### src/rtl/amx_pkg.sv
// Shared constants, codes and types of the two-stream audio mixer.
package amx_pkg;

  // Sample and register widths.
  localparam int unsigned SAMPLE_W  = 16;
  localparam int unsigned FRAME_W   = 24;
  localparam int unsigned CH_IDX_W  = 3;
  localparam int unsigned CH_CNT_W  = 4;
  localparam int unsigned MODE_W    = 2;
  localparam int unsigned FRAC_W    = 17;
  localparam int unsigned CFG_IDX_W = 3;
  localparam int unsigned CFG_DATA_W = 24;

  // Most channels per frame.
  localparam logic [CH_CNT_W-1:0] MAX_CHANNELS = 4'd8;

  // Q1.16 unity and the quotient width of the blend divider.
  localparam int unsigned Q_W = 16;
  localparam logic [FRAC_W-1:0] Q16_ONE = 17'h10000;

  // Divider numerator and step counter widths.
  localparam int unsigned NUM_W   = FRAME_W + Q_W;
  localparam int unsigned DIV_CNT_W = $clog2(Q_W);

  // Shared multiplier operand and product widths.
  localparam int unsigned MUL_A_W = FRAME_W + 1;
  localparam int unsigned MUL_B_W = FRAC_W + 1;
  localparam int unsigned MUL_P_W = MUL_A_W + MUL_B_W;
  localparam int unsigned MIX_W   = 2 * SAMPLE_W + 3;

  // Mix modes.
  localparam logic [MODE_W-1:0] MODE_AVG  = 2'd0;
  localparam logic [MODE_W-1:0] MODE_XF   = 2'd1;
  localparam logic [MODE_W-1:0] MODE_ADD  = 2'd2;
  localparam logic [MODE_W-1:0] MODE_SUB  = 2'd3;

  // Configuration register indexes.
  localparam logic [CFG_IDX_W-1:0] REG_MODE   = 3'd0;
  localparam logic [CFG_IDX_W-1:0] REG_CHAN   = 3'd1;
  localparam logic [CFG_IDX_W-1:0] REG_TOTAL  = 3'd2;
  localparam logic [CFG_IDX_W-1:0] REG_FRAC   = 3'd3;

  // Control from the sequencer to the divider.
  typedef struct packed {
    logic load;
    logic run;
  } div_ctrl_t;

endpackage

### src/rtl/amx_div.sv
// Restoring divider that produces the 16-bit crossfade blend one bit per cycle.
module amx_div
  import amx_pkg::*;
(
  input  logic                 clk_i,
  input  logic                 rst_ni,
  input  div_ctrl_t            ctrl_i,
  input  logic [NUM_W-1:0]     num_i,
  input  logic [FRAME_W-1:0]   den_i,
  output logic [Q_W-1:0]       quot_o,
  output logic                 last_o
);

  logic [FRAME_W-1:0]   rem_q, rem_d;
  logic [Q_W-1:0]       quo_q, quo_d;
  logic [DIV_CNT_W-1:0] cnt_q, cnt_d;
  logic [FRAME_W:0]     trial;
  logic [FRAME_W:0]     diff;
  logic                 qbit;

  // One compare-subtract step: bring down the next numerator bit and try the divisor.
  always_comb begin
    trial = {rem_q, quo_q[Q_W-1]};
    diff  = trial - {1'b0, den_i};
    qbit  = ~diff[FRAME_W];
    rem_d = rem_q;
    quo_d = quo_q;
    cnt_d = cnt_q;
    if (ctrl_i.load) begin
      rem_d = num_i[NUM_W-1:Q_W];
      quo_d = num_i[Q_W-1:0];
      cnt_d = '0;
    end else if (ctrl_i.run) begin
      rem_d = qbit ? diff[FRAME_W-1:0] : trial[FRAME_W-1:0];
      quo_d = {quo_q[Q_W-2:0], qbit};
      cnt_d = cnt_q + 1'b1;
    end
  end

  // Step counter.
  always_ff @(posedge clk_i or negedge rst_ni) begin
    if (!rst_ni) begin
      cnt_q <= '0;
    end else begin
      cnt_q <= cnt_d;
    end
  end

  // Partial remainder and quotient shift register.
  always_ff @(posedge clk_i) begin
    rem_q <= rem_d;
    quo_q <= quo_d;
  end

  assign quot_o = quo_q;
  assign last_o = ctrl_i.run && (cnt_q == DIV_CNT_W'(Q_W - 1));

endmodule

### src/rtl/audio_two_stream_mixer.sv
// Top level of the two-stream audio mixer: handshakes, registers, counters and sequencer.
//
// Each input beat carries one sample of each stream for the current channel and frame and
// yields one mixed sample. Average, saturating add and saturating subtract are computed as
// the beat is taken. For a crossfade one shared 25x18 multiplier forms frame*fraction, a
// restoring divider then produces the Q0.16 blend, and the same multiplier forms the weighted
// difference before the final rounding toward zero. The input is not ready while a beat is
// being worked on; a finished sample waits in the output register, so the next beat is taken
// as soon as the sequencer returns to idle. Configuration writes are always ready and must be
// issued only while the block is idle.
module audio_two_stream_mixer
  import amx_pkg::*;
(
  input  logic                   clk_i,
  input  logic                   rst_ni,
  input  logic                   cfg_valid_i,
  output logic                   cfg_ready_o,
  input  logic [CFG_IDX_W-1:0]   cfg_index_i,
  input  logic [CFG_DATA_W-1:0]  cfg_data_i,
  input  logic                   in_valid_i,
  output logic                   in_ready_o,
  input  logic signed [SAMPLE_W-1:0] sample_a_i,
  input  logic signed [SAMPLE_W-1:0] sample_b_i,
  output logic                   out_valid_o,
  input  logic                   out_ready_i,
  output logic signed [SAMPLE_W-1:0] mixed_sample_o
);

  // Sequencer states.
  localparam logic [2:0] ST_IDLE = 3'd0;
  localparam logic [2:0] ST_MUL1 = 3'd1;
  localparam logic [2:0] ST_DIV  = 3'd2;
  localparam logic [2:0] ST_MUL2 = 3'd3;
  localparam logic [2:0] ST_FIN  = 3'd4;
  localparam logic [2:0] ST_DONE = 3'd5;

  logic [2:0]               state_q, state_d;
  logic [MODE_W-1:0]        mode_q;
  logic [CH_CNT_W-1:0]      chan_cnt_q;
  logic [FRAME_W-1:0]       total_q;
  logic [FRAC_W-1:0]        frac_q;
  logic [FRAME_W-1:0]       frame_q, frame_d;
  logic [CH_IDX_W-1:0]      ch_q, ch_d;
  logic signed [SAMPLE_W-1:0] a_q, b_q;
  logic [FRAME_W-1:0]       f_q;
  logic signed [MIX_W-1:0]  prod_q;
  logic signed [SAMPLE_W-1:0] res_q, res_d;
  logic                     out_valid_q, out_valid_d;
  logic signed [SAMPLE_W-1:0] out_q;

  logic                     in_acc;
  logic                     out_load;
  logic [CH_CNT_W-1:0]      eff_ch;
  logic [CH_CNT_W-1:0]      ch_next;
  logic [FRAME_W-1:0]       eff_total;
  logic [FRAME_W-1:0]       last_frame;
  logic [FRAC_W-1:0]        eff_frac;
  logic signed [SAMPLE_W:0] sum_ab;
  logic signed [SAMPLE_W:0] dif_ab;
  logic signed [SAMPLE_W-1:0] fast_res;
  logic signed [SAMPLE_W:0] dif_ba;
  logic signed [MUL_A_W-1:0] mul_a;
  logic signed [MUL_B_W-1:0] mul_b;
  logic signed [MUL_P_W-1:0] mul_p;
  logic signed [MIX_W-1:0]  mix;
  logic [Q_W-1:0]           blend;
  logic                     div_last;
  div_ctrl_t                div_ctrl;

  assign cfg_ready_o = 1'b1;
  assign in_ready_o  = (state_q == ST_IDLE);
  assign in_acc      = in_valid_i && in_ready_o;

  // Configuration registers.
  always_ff @(posedge clk_i or negedge rst_ni) begin
    if (!rst_ni) begin
      mode_q     <= MODE_AVG;
      chan_cnt_q <= CH_CNT_W'(2);
      total_q    <= FRAME_W'(1);
      frac_q     <= Q16_ONE;
    end else if (cfg_valid_i) begin
      unique case (cfg_index_i)
        REG_MODE:  mode_q     <= cfg_data_i[MODE_W-1:0];
        REG_CHAN:  chan_cnt_q <= cfg_data_i[CH_CNT_W-1:0];
        REG_TOTAL: total_q    <= cfg_data_i[FRAME_W-1:0];
        REG_FRAC:  frac_q     <= cfg_data_i[FRAC_W-1:0];
        default: begin
        end
      endcase
    end
  end

  // Effective register values with out-of-range settings clamped.
  always_comb begin
    if (chan_cnt_q == '0) begin
      eff_ch = CH_CNT_W'(1);
    end else if (chan_cnt_q > MAX_CHANNELS) begin
      eff_ch = MAX_CHANNELS;
    end else begin
      eff_ch = chan_cnt_q;
    end
    eff_total  = (total_q == '0) ? FRAME_W'(1) : total_q;
    last_frame = eff_total - 1'b1;
    eff_frac   = (frac_q > Q16_ONE) ? Q16_ONE : frac_q;
  end

  // Channel and frame position, advanced once per accepted beat.
  always_comb begin
    ch_next = {1'b0, ch_q} + 1'b1;
    ch_d    = ch_q;
    frame_d = frame_q;
    if (in_acc) begin
      if (ch_next >= eff_ch) begin
        ch_d    = '0;
        frame_d = (frame_q >= last_frame) ? last_frame : frame_q + 1'b1;
      end else begin
        ch_d = ch_next[CH_IDX_W-1:0];
      end
    end
  end

  always_ff @(posedge clk_i or negedge rst_ni) begin
    if (!rst_ni) begin
      ch_q    <= '0;
      frame_q <= '0;
    end else begin
      ch_q    <= ch_d;
      frame_q <= frame_d;
    end
  end

  // Combinational modes: halve toward zero, or saturate the sum or difference.
  always_comb begin
    sum_ab = {sample_a_i[SAMPLE_W-1], sample_a_i} + {sample_b_i[SAMPLE_W-1], sample_b_i};
    dif_ab = {sample_a_i[SAMPLE_W-1], sample_a_i} - {sample_b_i[SAMPLE_W-1], sample_b_i};
    case (mode_q)
      MODE_AVG: begin
        fast_res = sum_ab[SAMPLE_W:1] + SAMPLE_W'(sum_ab[SAMPLE_W] & sum_ab[0]);
      end
      MODE_ADD: begin
        if (sum_ab[SAMPLE_W] != sum_ab[SAMPLE_W-1]) begin
          fast_res = sum_ab[SAMPLE_W] ? {1'b1, {(SAMPLE_W-1){1'b0}}}
                                      : {1'b0, {(SAMPLE_W-1){1'b1}}};
        end else begin
          fast_res = sum_ab[SAMPLE_W-1:0];
        end
      end
      default: begin
        if (dif_ab[SAMPLE_W] != dif_ab[SAMPLE_W-1]) begin
          fast_res = dif_ab[SAMPLE_W] ? {1'b1, {(SAMPLE_W-1){1'b0}}}
                                      : {1'b0, {(SAMPLE_W-1){1'b1}}};
        end else begin
          fast_res = dif_ab[SAMPLE_W-1:0];
        end
      end
    endcase
  end

  // Shared multiplier: frame times fraction first, then (b - a) times blend.
  always_comb begin
    dif_ba = {b_q[SAMPLE_W-1], b_q} - {a_q[SAMPLE_W-1], a_q};
    if (state_q == ST_MUL1) begin
      mul_a = {1'b0, f_q};
      mul_b = {1'b0, eff_frac};
    end else begin
      mul_a = {{(MUL_A_W-SAMPLE_W-1){dif_ba[SAMPLE_W]}}, dif_ba};
      mul_b = {{(MUL_B_W-Q_W){1'b0}}, blend};
    end
    mul_p = mul_a * mul_b;
  end

  assign div_ctrl.load = (state_q == ST_MUL1);
  assign div_ctrl.run  = (state_q == ST_DIV);

  amx_div u_div (
    .clk_i  (clk_i),
    .rst_ni (rst_ni),
    .ctrl_i (div_ctrl),
    .num_i  (mul_p[NUM_W-1:0]),
    .den_i  (eff_total),
    .quot_o (blend),
    .last_o (div_last)
  );

  // Final crossfade sum a*65536 + (b - a)*blend, divided by 65536 toward zero.
  always_comb begin
    mix = {{(MIX_W-2*SAMPLE_W){a_q[SAMPLE_W-1]}}, a_q, {SAMPLE_W{1'b0}}} + prod_q;
  end

  // Sequencer.
  assign out_load = (state_q == ST_DONE) && (!out_valid_q || out_ready_i);

  always_comb begin
    state_d = state_q;
    res_d   = res_q;
    unique case (state_q)
      ST_IDLE: begin
        if (in_acc) begin
          res_d   = fast_res;
          state_d = (mode_q == MODE_XF) ? ST_MUL1 : ST_DONE;
        end
      end
      ST_MUL1: state_d = ST_DIV;
      ST_DIV: begin
        if (div_last) begin
          state_d = ST_MUL2;
        end
      end
      ST_MUL2: state_d = ST_FIN;
      ST_FIN: begin
        res_d   = mix[2*SAMPLE_W-1:SAMPLE_W]
                + SAMPLE_W'(mix[MIX_W-1] && (mix[SAMPLE_W-1:0] != '0));
        state_d = ST_DONE;
      end
      ST_DONE: begin
        if (out_load) begin
          state_d = ST_IDLE;
        end
      end
      default: state_d = ST_IDLE;
    endcase
  end

  always_ff @(posedge clk_i or negedge rst_ni) begin
    if (!rst_ni) begin
      state_q <= ST_IDLE;
    end else begin
      state_q <= state_d;
    end
  end

  // Item operands, clamped frame, product and pending result.
  always_ff @(posedge clk_i) begin
    res_q <= res_d;
    if (in_acc) begin
      a_q <= sample_a_i;
      b_q <= sample_b_i;
      f_q <= (frame_q > last_frame) ? last_frame : frame_q;
    end
    if (state_q == ST_MUL2) begin
      prod_q <= mul_p[MIX_W-1:0];
    end
  end

  // Output register.
  always_comb begin
    out_valid_d = out_valid_q;
    if (out_valid_q && out_ready_i) begin
      out_valid_d = 1'b0;
    end
    if (out_load) begin
      out_valid_d = 1'b1;
    end
  end

  always_ff @(posedge clk_i or negedge rst_ni) begin
    if (!rst_ni) begin
      out_valid_q <= 1'b0;
    end else begin
      out_valid_q <= out_valid_d;
    end
  end

  always_ff @(posedge clk_i) begin
    if (out_load) begin
      out_q <= res_q;
    end
  end

  assign out_valid_o    = out_valid_q;
  assign mixed_sample_o = out_q;

endmodule

### config.mk
export PLATFORM = sky130hd
export DESIGN_NAME = audio_two_stream_mixer
export DESIGN_NICKNAME = d
export VERILOG_FILES = /design/src/rtl/amx_pkg.sv /design/src/rtl/amx_div.sv /design/src/rtl/audio_two_stream_mixer.sv
export SDC_FILE = /design/constraint.sdc
export NUM_CORES = 2
export LEC_CHECK = 0
export ABC_AREA = 1
export ABC_CLOCK_PERIOD_IN_PS = 8500
export BUFFER_PORTS_ARGS = -buffer_cell sky130_fd_sc_hd__buf_2
export CAP_MARGIN = 0
export CORE_ASPECT_RATIO = 1.5
export CORE_MARGIN = 5
export CORE_UTILIZATION = 63
export CTS_BUF_LIST = sky130_fd_sc_hd__clkbuf_2
export CTS_CLUSTER_DIAMETER = 80
export DETAILED_ROUTE_END_ITERATION = 10
export GPL_TIMING_DRIVEN = 0
export HOLD_SLACK_MARGIN = 0.02
export PLACE_DENSITY_LB_ADDON = 0.3
export SETUP_SLACK_MARGIN = 0.05
export SYNTH_ARGS = -nofsm -noshare
export SYNTH_HDL_FRONTEND = slang
export SYNTH_SLANG_ARGS = --single-unit
### constraint.sdc
create_clock -name clk_i -period 8.5 [get_ports clk_i]
set_input_delay 0.425 -clock clk_i [delete_from_list [all_inputs] [get_ports clk_i]]
set_output_delay 0.425 -clock clk_i [all_outputs]
set_load 0.005 [all_outputs]
## Word level (Yosys, flattened, before mapping)

Index checks and enable logic that the tools add are counted.

| operators by class | value |
|---|---|
| add/subtract/negate cells | 11 |
| multiply operators | 1 |
| order comparisons | 5 |
| eq/ne operators | 16 |
| multiplexer cells | 30 |
| bitwise gates (word level) | 2 |
| reductions and logical operators | 23 |

Operator list:

| operator | count |
|---|---|
| 2-to-1 mux 24 bit | 6 |
| 2-to-1 mux 16 bit | 7 |
| one-hot mux 16 bit (2 select lines) | 2 |
| multiplier 25 x 18 -> 40 bit | 1 |
| adder 35 bit | 1 |
| 2-to-1 mux 17 bit | 2 |
| subtractor 16 x 16 -> 17 bit | 2 |
| adder 16 x 1 -> 16 bit | 2 |
| 2-to-1 mux 25 bit | 1 |
| subtractor 25 x 24 -> 25 bit | 1 |
| adder 24 x 1 -> 24 bit, second input constant | 1 |
| >= comparator 24 bit | 1 |
| greater-than comparator 24 bit | 1 |
| zero test 24 bit | 1 |
| subtractor 24 x 1 -> 24 bit, second input constant | 1 |
| one-hot mux 3 bit (6 select lines) | 1 |
| adder 16 x 16 -> 17 bit | 1 |
| greater-than comparator 17 bit, second input constant | 1 |
| 2-to-1 mux 4 bit | 4 |
| nonzero test 16 bit | 1 |
| 2-to-1 mux 3 bit | 5 |
| equality test 3 x 2 -> 1 bit, second input constant | 4 |
| AND reduction 2 bit | 6 |
| equality test 3 x 1 -> 1 bit, second input constant | 2 |
| other kinds (22) | 33 |

| word-level totals | value |
|---|---|
| register bits | 245 |
| input port bits | 64 |
| output and inout bits | 19 |
| logic and storage cells | 105 |

## Logic depth before layout (Yosys ltp)

| logic depth | value |
|---|---|
| depth after elaboration | 6 |
| depth in mapped cells | 41 |
| gate-level depth less buffers | 41 |

## Hierarchy

Synthesis repeated with hierarchy kept, for this count alone.

| second synthesis, totals | value |
|---|---|
| cells, all modules | 4366 |
| area, all modules | 33337.0 µm² |

By module, submodules not included:

| module | times used | cells each | area an instance (µm²) | sequential area each (µm²) |
|---|---|---|---|---|
| audio_two_stream_mixer | 1 | 3674 | 29030.3 | 5649.2 |
| amx_div | 1 | 692 | 4306.6 | 1301.2 |

## Worst setup path after synthesis

No wires, ideal clock.

| timing path | value |
|---|---|
| path type | register -> register |
| start point | register b_q[0] |
| end point | register prod_q[27], data pin |
| library setup time | 0.255 ns |
| arrival time | 6.844 ns |
| required time | 8.245 ns |
| path slack | 1.401 ns |
| stages on the path, launching flop included | 36 |
| path buffers | 1 |
| clock period less this slack | 7.099 ns |
| cell sequence | edfxtp_1 inv_1 ha_1 inv_1 fa_1 nand2_1 inv_1 o21ai_1 nand2_1 nand2_1 nand2_1 a21oi_1 nand2_1 nand3_1 clkbuf_1 a21oi_1 fa_1 inv_1 fa_1 fa_1 inv_1 fa_1 fa_1 inv_1 fa_1 inv_1 ha_1 a21o_1 o21bai_1 inv_1 nand3_1 a21oi_1 o21ai_2 a21oi_1 nand2_1 and2_1 |

| between the ends | value |
|---|---|
| word-level cells in the longest chain between the ends | 3 |

Ends and longest elaborated chain:

| element | line | RTL |
|---|---|---|
| from (decl) | audio_two_stream_mixer.sv:44 | `logic signed [SAMPLE_W-1:0] a_q, b_q;` |
| from (signal assigned) | audio_two_stream_mixer.sv:237 | `b_q <= sample_b_i;` |
| subtractor 16 x 16 -> 17 bit | audio_two_stream_mixer.sv:161 | `dif_ba = {b_q[SAMPLE_W-1], b_q} - {a_q[SAMPLE_W-1], a_q};` |
| 2-to-1 mux 25 bit | audio_two_stream_mixer.sv:162 | `if (state_q == ST_MUL1) begin` |
| multiplier 25 x 18 -> 40 bit | audio_two_stream_mixer.sv:169 | `mul_p = mul_a * mul_b;` |
| via mul_p[27] | audio_two_stream_mixer.sv:64 | `logic signed [MUL_P_W-1:0] mul_p;` |
| to (signal assigned) | audio_two_stream_mixer.sv:241 | `prod_q <= mul_p[MIX_W-1:0];` |
| to (decl) | audio_two_stream_mixer.sv:46 | `logic signed [MIX_W-1:0] prod_q;` |

The timed path passes the listed nets, and every way through them passes these cells.
A chain may end at the register's enable or synchronous reset.

## Worst setup path in the final report

| timing path | value |
|---|---|
| start point | register state_q[0] |
| end point | register u_div.rem_q[16], data pin |

| between the ends | value |
|---|---|
| word-level cells in the longest chain between the ends | 4 |
| elaborated cells on any way between the ends | 5 |
| those cells by class | 1 x mul; 1 x eq/ne; 3 x mux |

Ends and longest elaborated chain:

| element | line | RTL |
|---|---|---|
| from (decl) | audio_two_stream_mixer.sv:37 | `logic [2:0] state_q, state_d;` |
| from (signal assigned) | audio_two_stream_mixer.sv:228 | `state_q <= state_d;` |
| equality test 3 x 1 -> 1 bit * | audio_two_stream_mixer.sv:162 |  |
| 2-to-1 mux 25 bit / 2-to-1 mux 17 bit (equally long branches) | audio_two_stream_mixer.sv:162 |  |
| multiplier 25 x 18 -> 40 bit * | audio_two_stream_mixer.sv:169 |  |
| via mul_p[32] | audio_two_stream_mixer.sv:64 |  |
| 2-to-1 mux 24 bit * | amx_div.sv:29 | `if (ctrl_i.load) begin` |
| via u_div.rem_d[16] | amx_div.sv:14 | `logic [FRAME_W-1:0] rem_q, rem_d;` |
| to (signal assigned) | amx_div.sv:51 | `rem_q <= rem_d;` |
| to (decl) | amx_div.sv:14 |  |

Mark *: on every way through the listed nets, which the timed path passes. The rest lies on a longest branch.

==> results.txt <==
Iteration-0 DRC Markers = 2,534
GRT Residual Overflow = 0
sequential area share after synthesis = 21.3%
H-tree Lvls = 2
CTS tree = yes
total track usage = 38.6%
synthesized-area fraction occupied by adder cells = 33.2%
initial core utilization = 63.3%
XOR/XNOR Fraction of Synth Area = 3.66%
WL/cell = 21.3 um
skew final = 116 ps
Tmin final = 8240 ps
Rel. slew slack = 37.1%
vias = 29,400
Main synth FF type = edfxtp_1
Area contributors post-synth = fa_1, edfxtp_1, inv_1
Final Wtd Congestion = 1.05
post-synthesis compound-gate area fraction = 9.78%
number of synthesized flops with an enable pin = 163
fmax = 121 MHz
cell mode on critical path = nand2_1
Simple-Gate Fraction of Synth Area = 20.2%
hold violation total from the final report = 0
Yosys reg bits = 245
CP max-delay cell = fa_1
CP Launch Type = flop
number of port buffers = 81
post-synth top area cell = fa_1
vias in the first global route = 30,100
pre-CTS setup slack = -261 ps
total die area = 56,400 um^2
max-cap violations = 0
hold-critical path depth = 3
most frequent cells after synthesis = inv_1, nand2_1, nor2_1
largest net degree at the start of global routing = 68
Post-synth ARST share = 33.5%
Setup-failing EPs final = 0
first-pass GRT wire length = 166,000 um
syn_area_per_cell = 7.87 um^2
multiplexer share of the synthesized area = 0.0307%
syn_nets = 4,829
RSZ-0062 raised after global routing = true
Syn. warnings = 0
clock sinks = 245
arrival time worst endpoint = 9140 ps
First-pass DRT Iterations = 8
Routed WL = 109,000 um
most common cell in the netlist = inv_1
routed vias/inst = 5.77
final core utilization = 69.5%
synth-to-layout area growth = 9.76%
Reg2Reg Depth = 31
CP Buf/Inv Count = 9
Crit path max-delay family = adder cells
Max Slew Vio Count = 0
row cnt = 102
Root Buffer = clkbuf_2
Max clock buf depth = 3
Levels on crit path = 31
Hold WS = 139 ps
Layout Nets = 5,051
# IOs = 83
min-delay worst type = in -> reg
largest family of logic cells by synthesized area = adder cells
clock-pin slew on the worst setup and hold paths = 110 ps
final period utilization = 96.9%
antenna violations before repair = 2
Post-Syn Area = 32,600 um^2
DRC Markers = 0
final worst setup slack = 261 ps
Slowest Stage Delay on Critical Path = 550 ps
Worst Tran Pin Value = 943 ps
Die X = 196 um
Core Area = 51,400 um^2
ANT nets after route = 0
fraction of layout cells with a size suffix above 1 = 10.1%
Sum Neg Setup Slack = 0 ps
CTS Buf Count = 59
HPWL after detailed placement = 88,700 um
Synth top area share = 24.6%
WP data required = 9400 ps
Worst Path Max Fanout = 10
Synth Instances = 4,141
Unique masters post-synth = 63
Crit Path Category = reg -> reg
status = finished, final reports clean
CP endpoint kind = flop
Die Y-Extent = 288 um
Skew-Pair Late Insertion Delay = 1040 ps
stage by stage:
| step | area [um^2] | cells |
|---|---|---|
| after CTS | 35300 | 5079 |
| final | 35700 | 5090 |
| after global routing | 35700 | 5089 |
| after floorplan | 32600 | 4141 |
| after global placement | 33800 | 4898 |
| after detailed placement | 33900 | 4904 |
flip-flops by register name (all words and copies together) (netlist names):
register,flops
mode_q,2
chan_cnt_q,4
res_q,16
u_div.cnt_q,4
b_q,16
frac_q,17
f_q,24
total_q,24
a_q,16
ch_q,3
state_q,3
prod_q,35
out_valid_o,1
u_div.quot_o,16
mixed_sample_o,16
u_div.rem_q,24
frame_q,24
layout make-up:
type / instances / area, um^2
multi-input combinational: 2905 / 22200
fill: 4404 / 15700
sequential: 245 / 6950
inverter: 875 / 3310
timing repair buffer: 161 / 1240
tap: 676 / 846
buffer: 116 / 584
clock buffer: 84 / 420
clock inverter: 24 / 189
antenna: 4 / 10.0
worst min-delay path, delay by kind of cell:
kind	cells	cell delay (ps)
AOI/OAI and AO/OA	1	70
buffers and inverters	2	620
layout by cell type, fill, tap and decap left out, types with 8 or more instances in the layout:
cell type and n:
nand3_2 11, clkinv_2 10, clkbuf_2 94, o21ai_0 180, a31oi_1 13, dfrtp_1 79, nor2_2 18, xor2_1 84
nor4_1 10, o21ai_1 31, fa_1 399, nor3_1 39, o211ai_1 22, and2_1 13, nor2_1 423, nand2_1 805
inv_2 37, o21bai_1 22, inv_1 827, ha_1 213, a21oi_1 212, xnor2_1 41, clkbuf_1 43, clkinv_1 15
xor2_2 10, buf_4 22, nand3_1 166, nand2_2 20, o21ai_2 19, edfxtp_1 163, a21o_1 14, nand4_1 37
dlygate4sd3_1 67, nand3b_1 8, buf_2 123
cells by family after synthesis:
group / count (synthesis)
compound gates: 563
xor+xnor: 136
fa+ha+maj: 624
buf+inv: 991
flops: 245
mux: 1
other cells: 1
simple gates: 1580
final timing paths:
kind	slack [ps]	end	startpoint
max reg2reg	260	u_div.rem_q[16]	state_q[0]
min reg2reg	430	mixed_sample_o[10]	res_q[10]
max in group asynchronous	6860	frame_q[11]	rst_ni
min	140	out_valid_o	out_ready_i
max	260	u_div.rem_q[16]	state_q[0]
min in group asynchronous	530	frac_q[1]	rst_ni
routing by layer:
layer | part of all wire [%] | track usage (%) | vias up
met5 | 0 | 0 | -
met2 | 48 | 64.5 | 1489
li1 | - | - | 13400
met1 | 35 | 45.3 | 14000
met3 | 8.9 | 7.33 | 481
met4 | 8.3 | 25.8 | 0
timing repair:
action / CTS / global route
hold buffers: 67 / 0
setup endpoints to repair: 27 / 35
resized for setup: 33 / 103
endpoints found under the hold margin: 167 / 0
buffers inserted: 0 / 7
pin swaps: 0 / 8
Power is not shown: default switching activity piles up to over one toggle a cycle in this logic, so the estimate is an artifact.
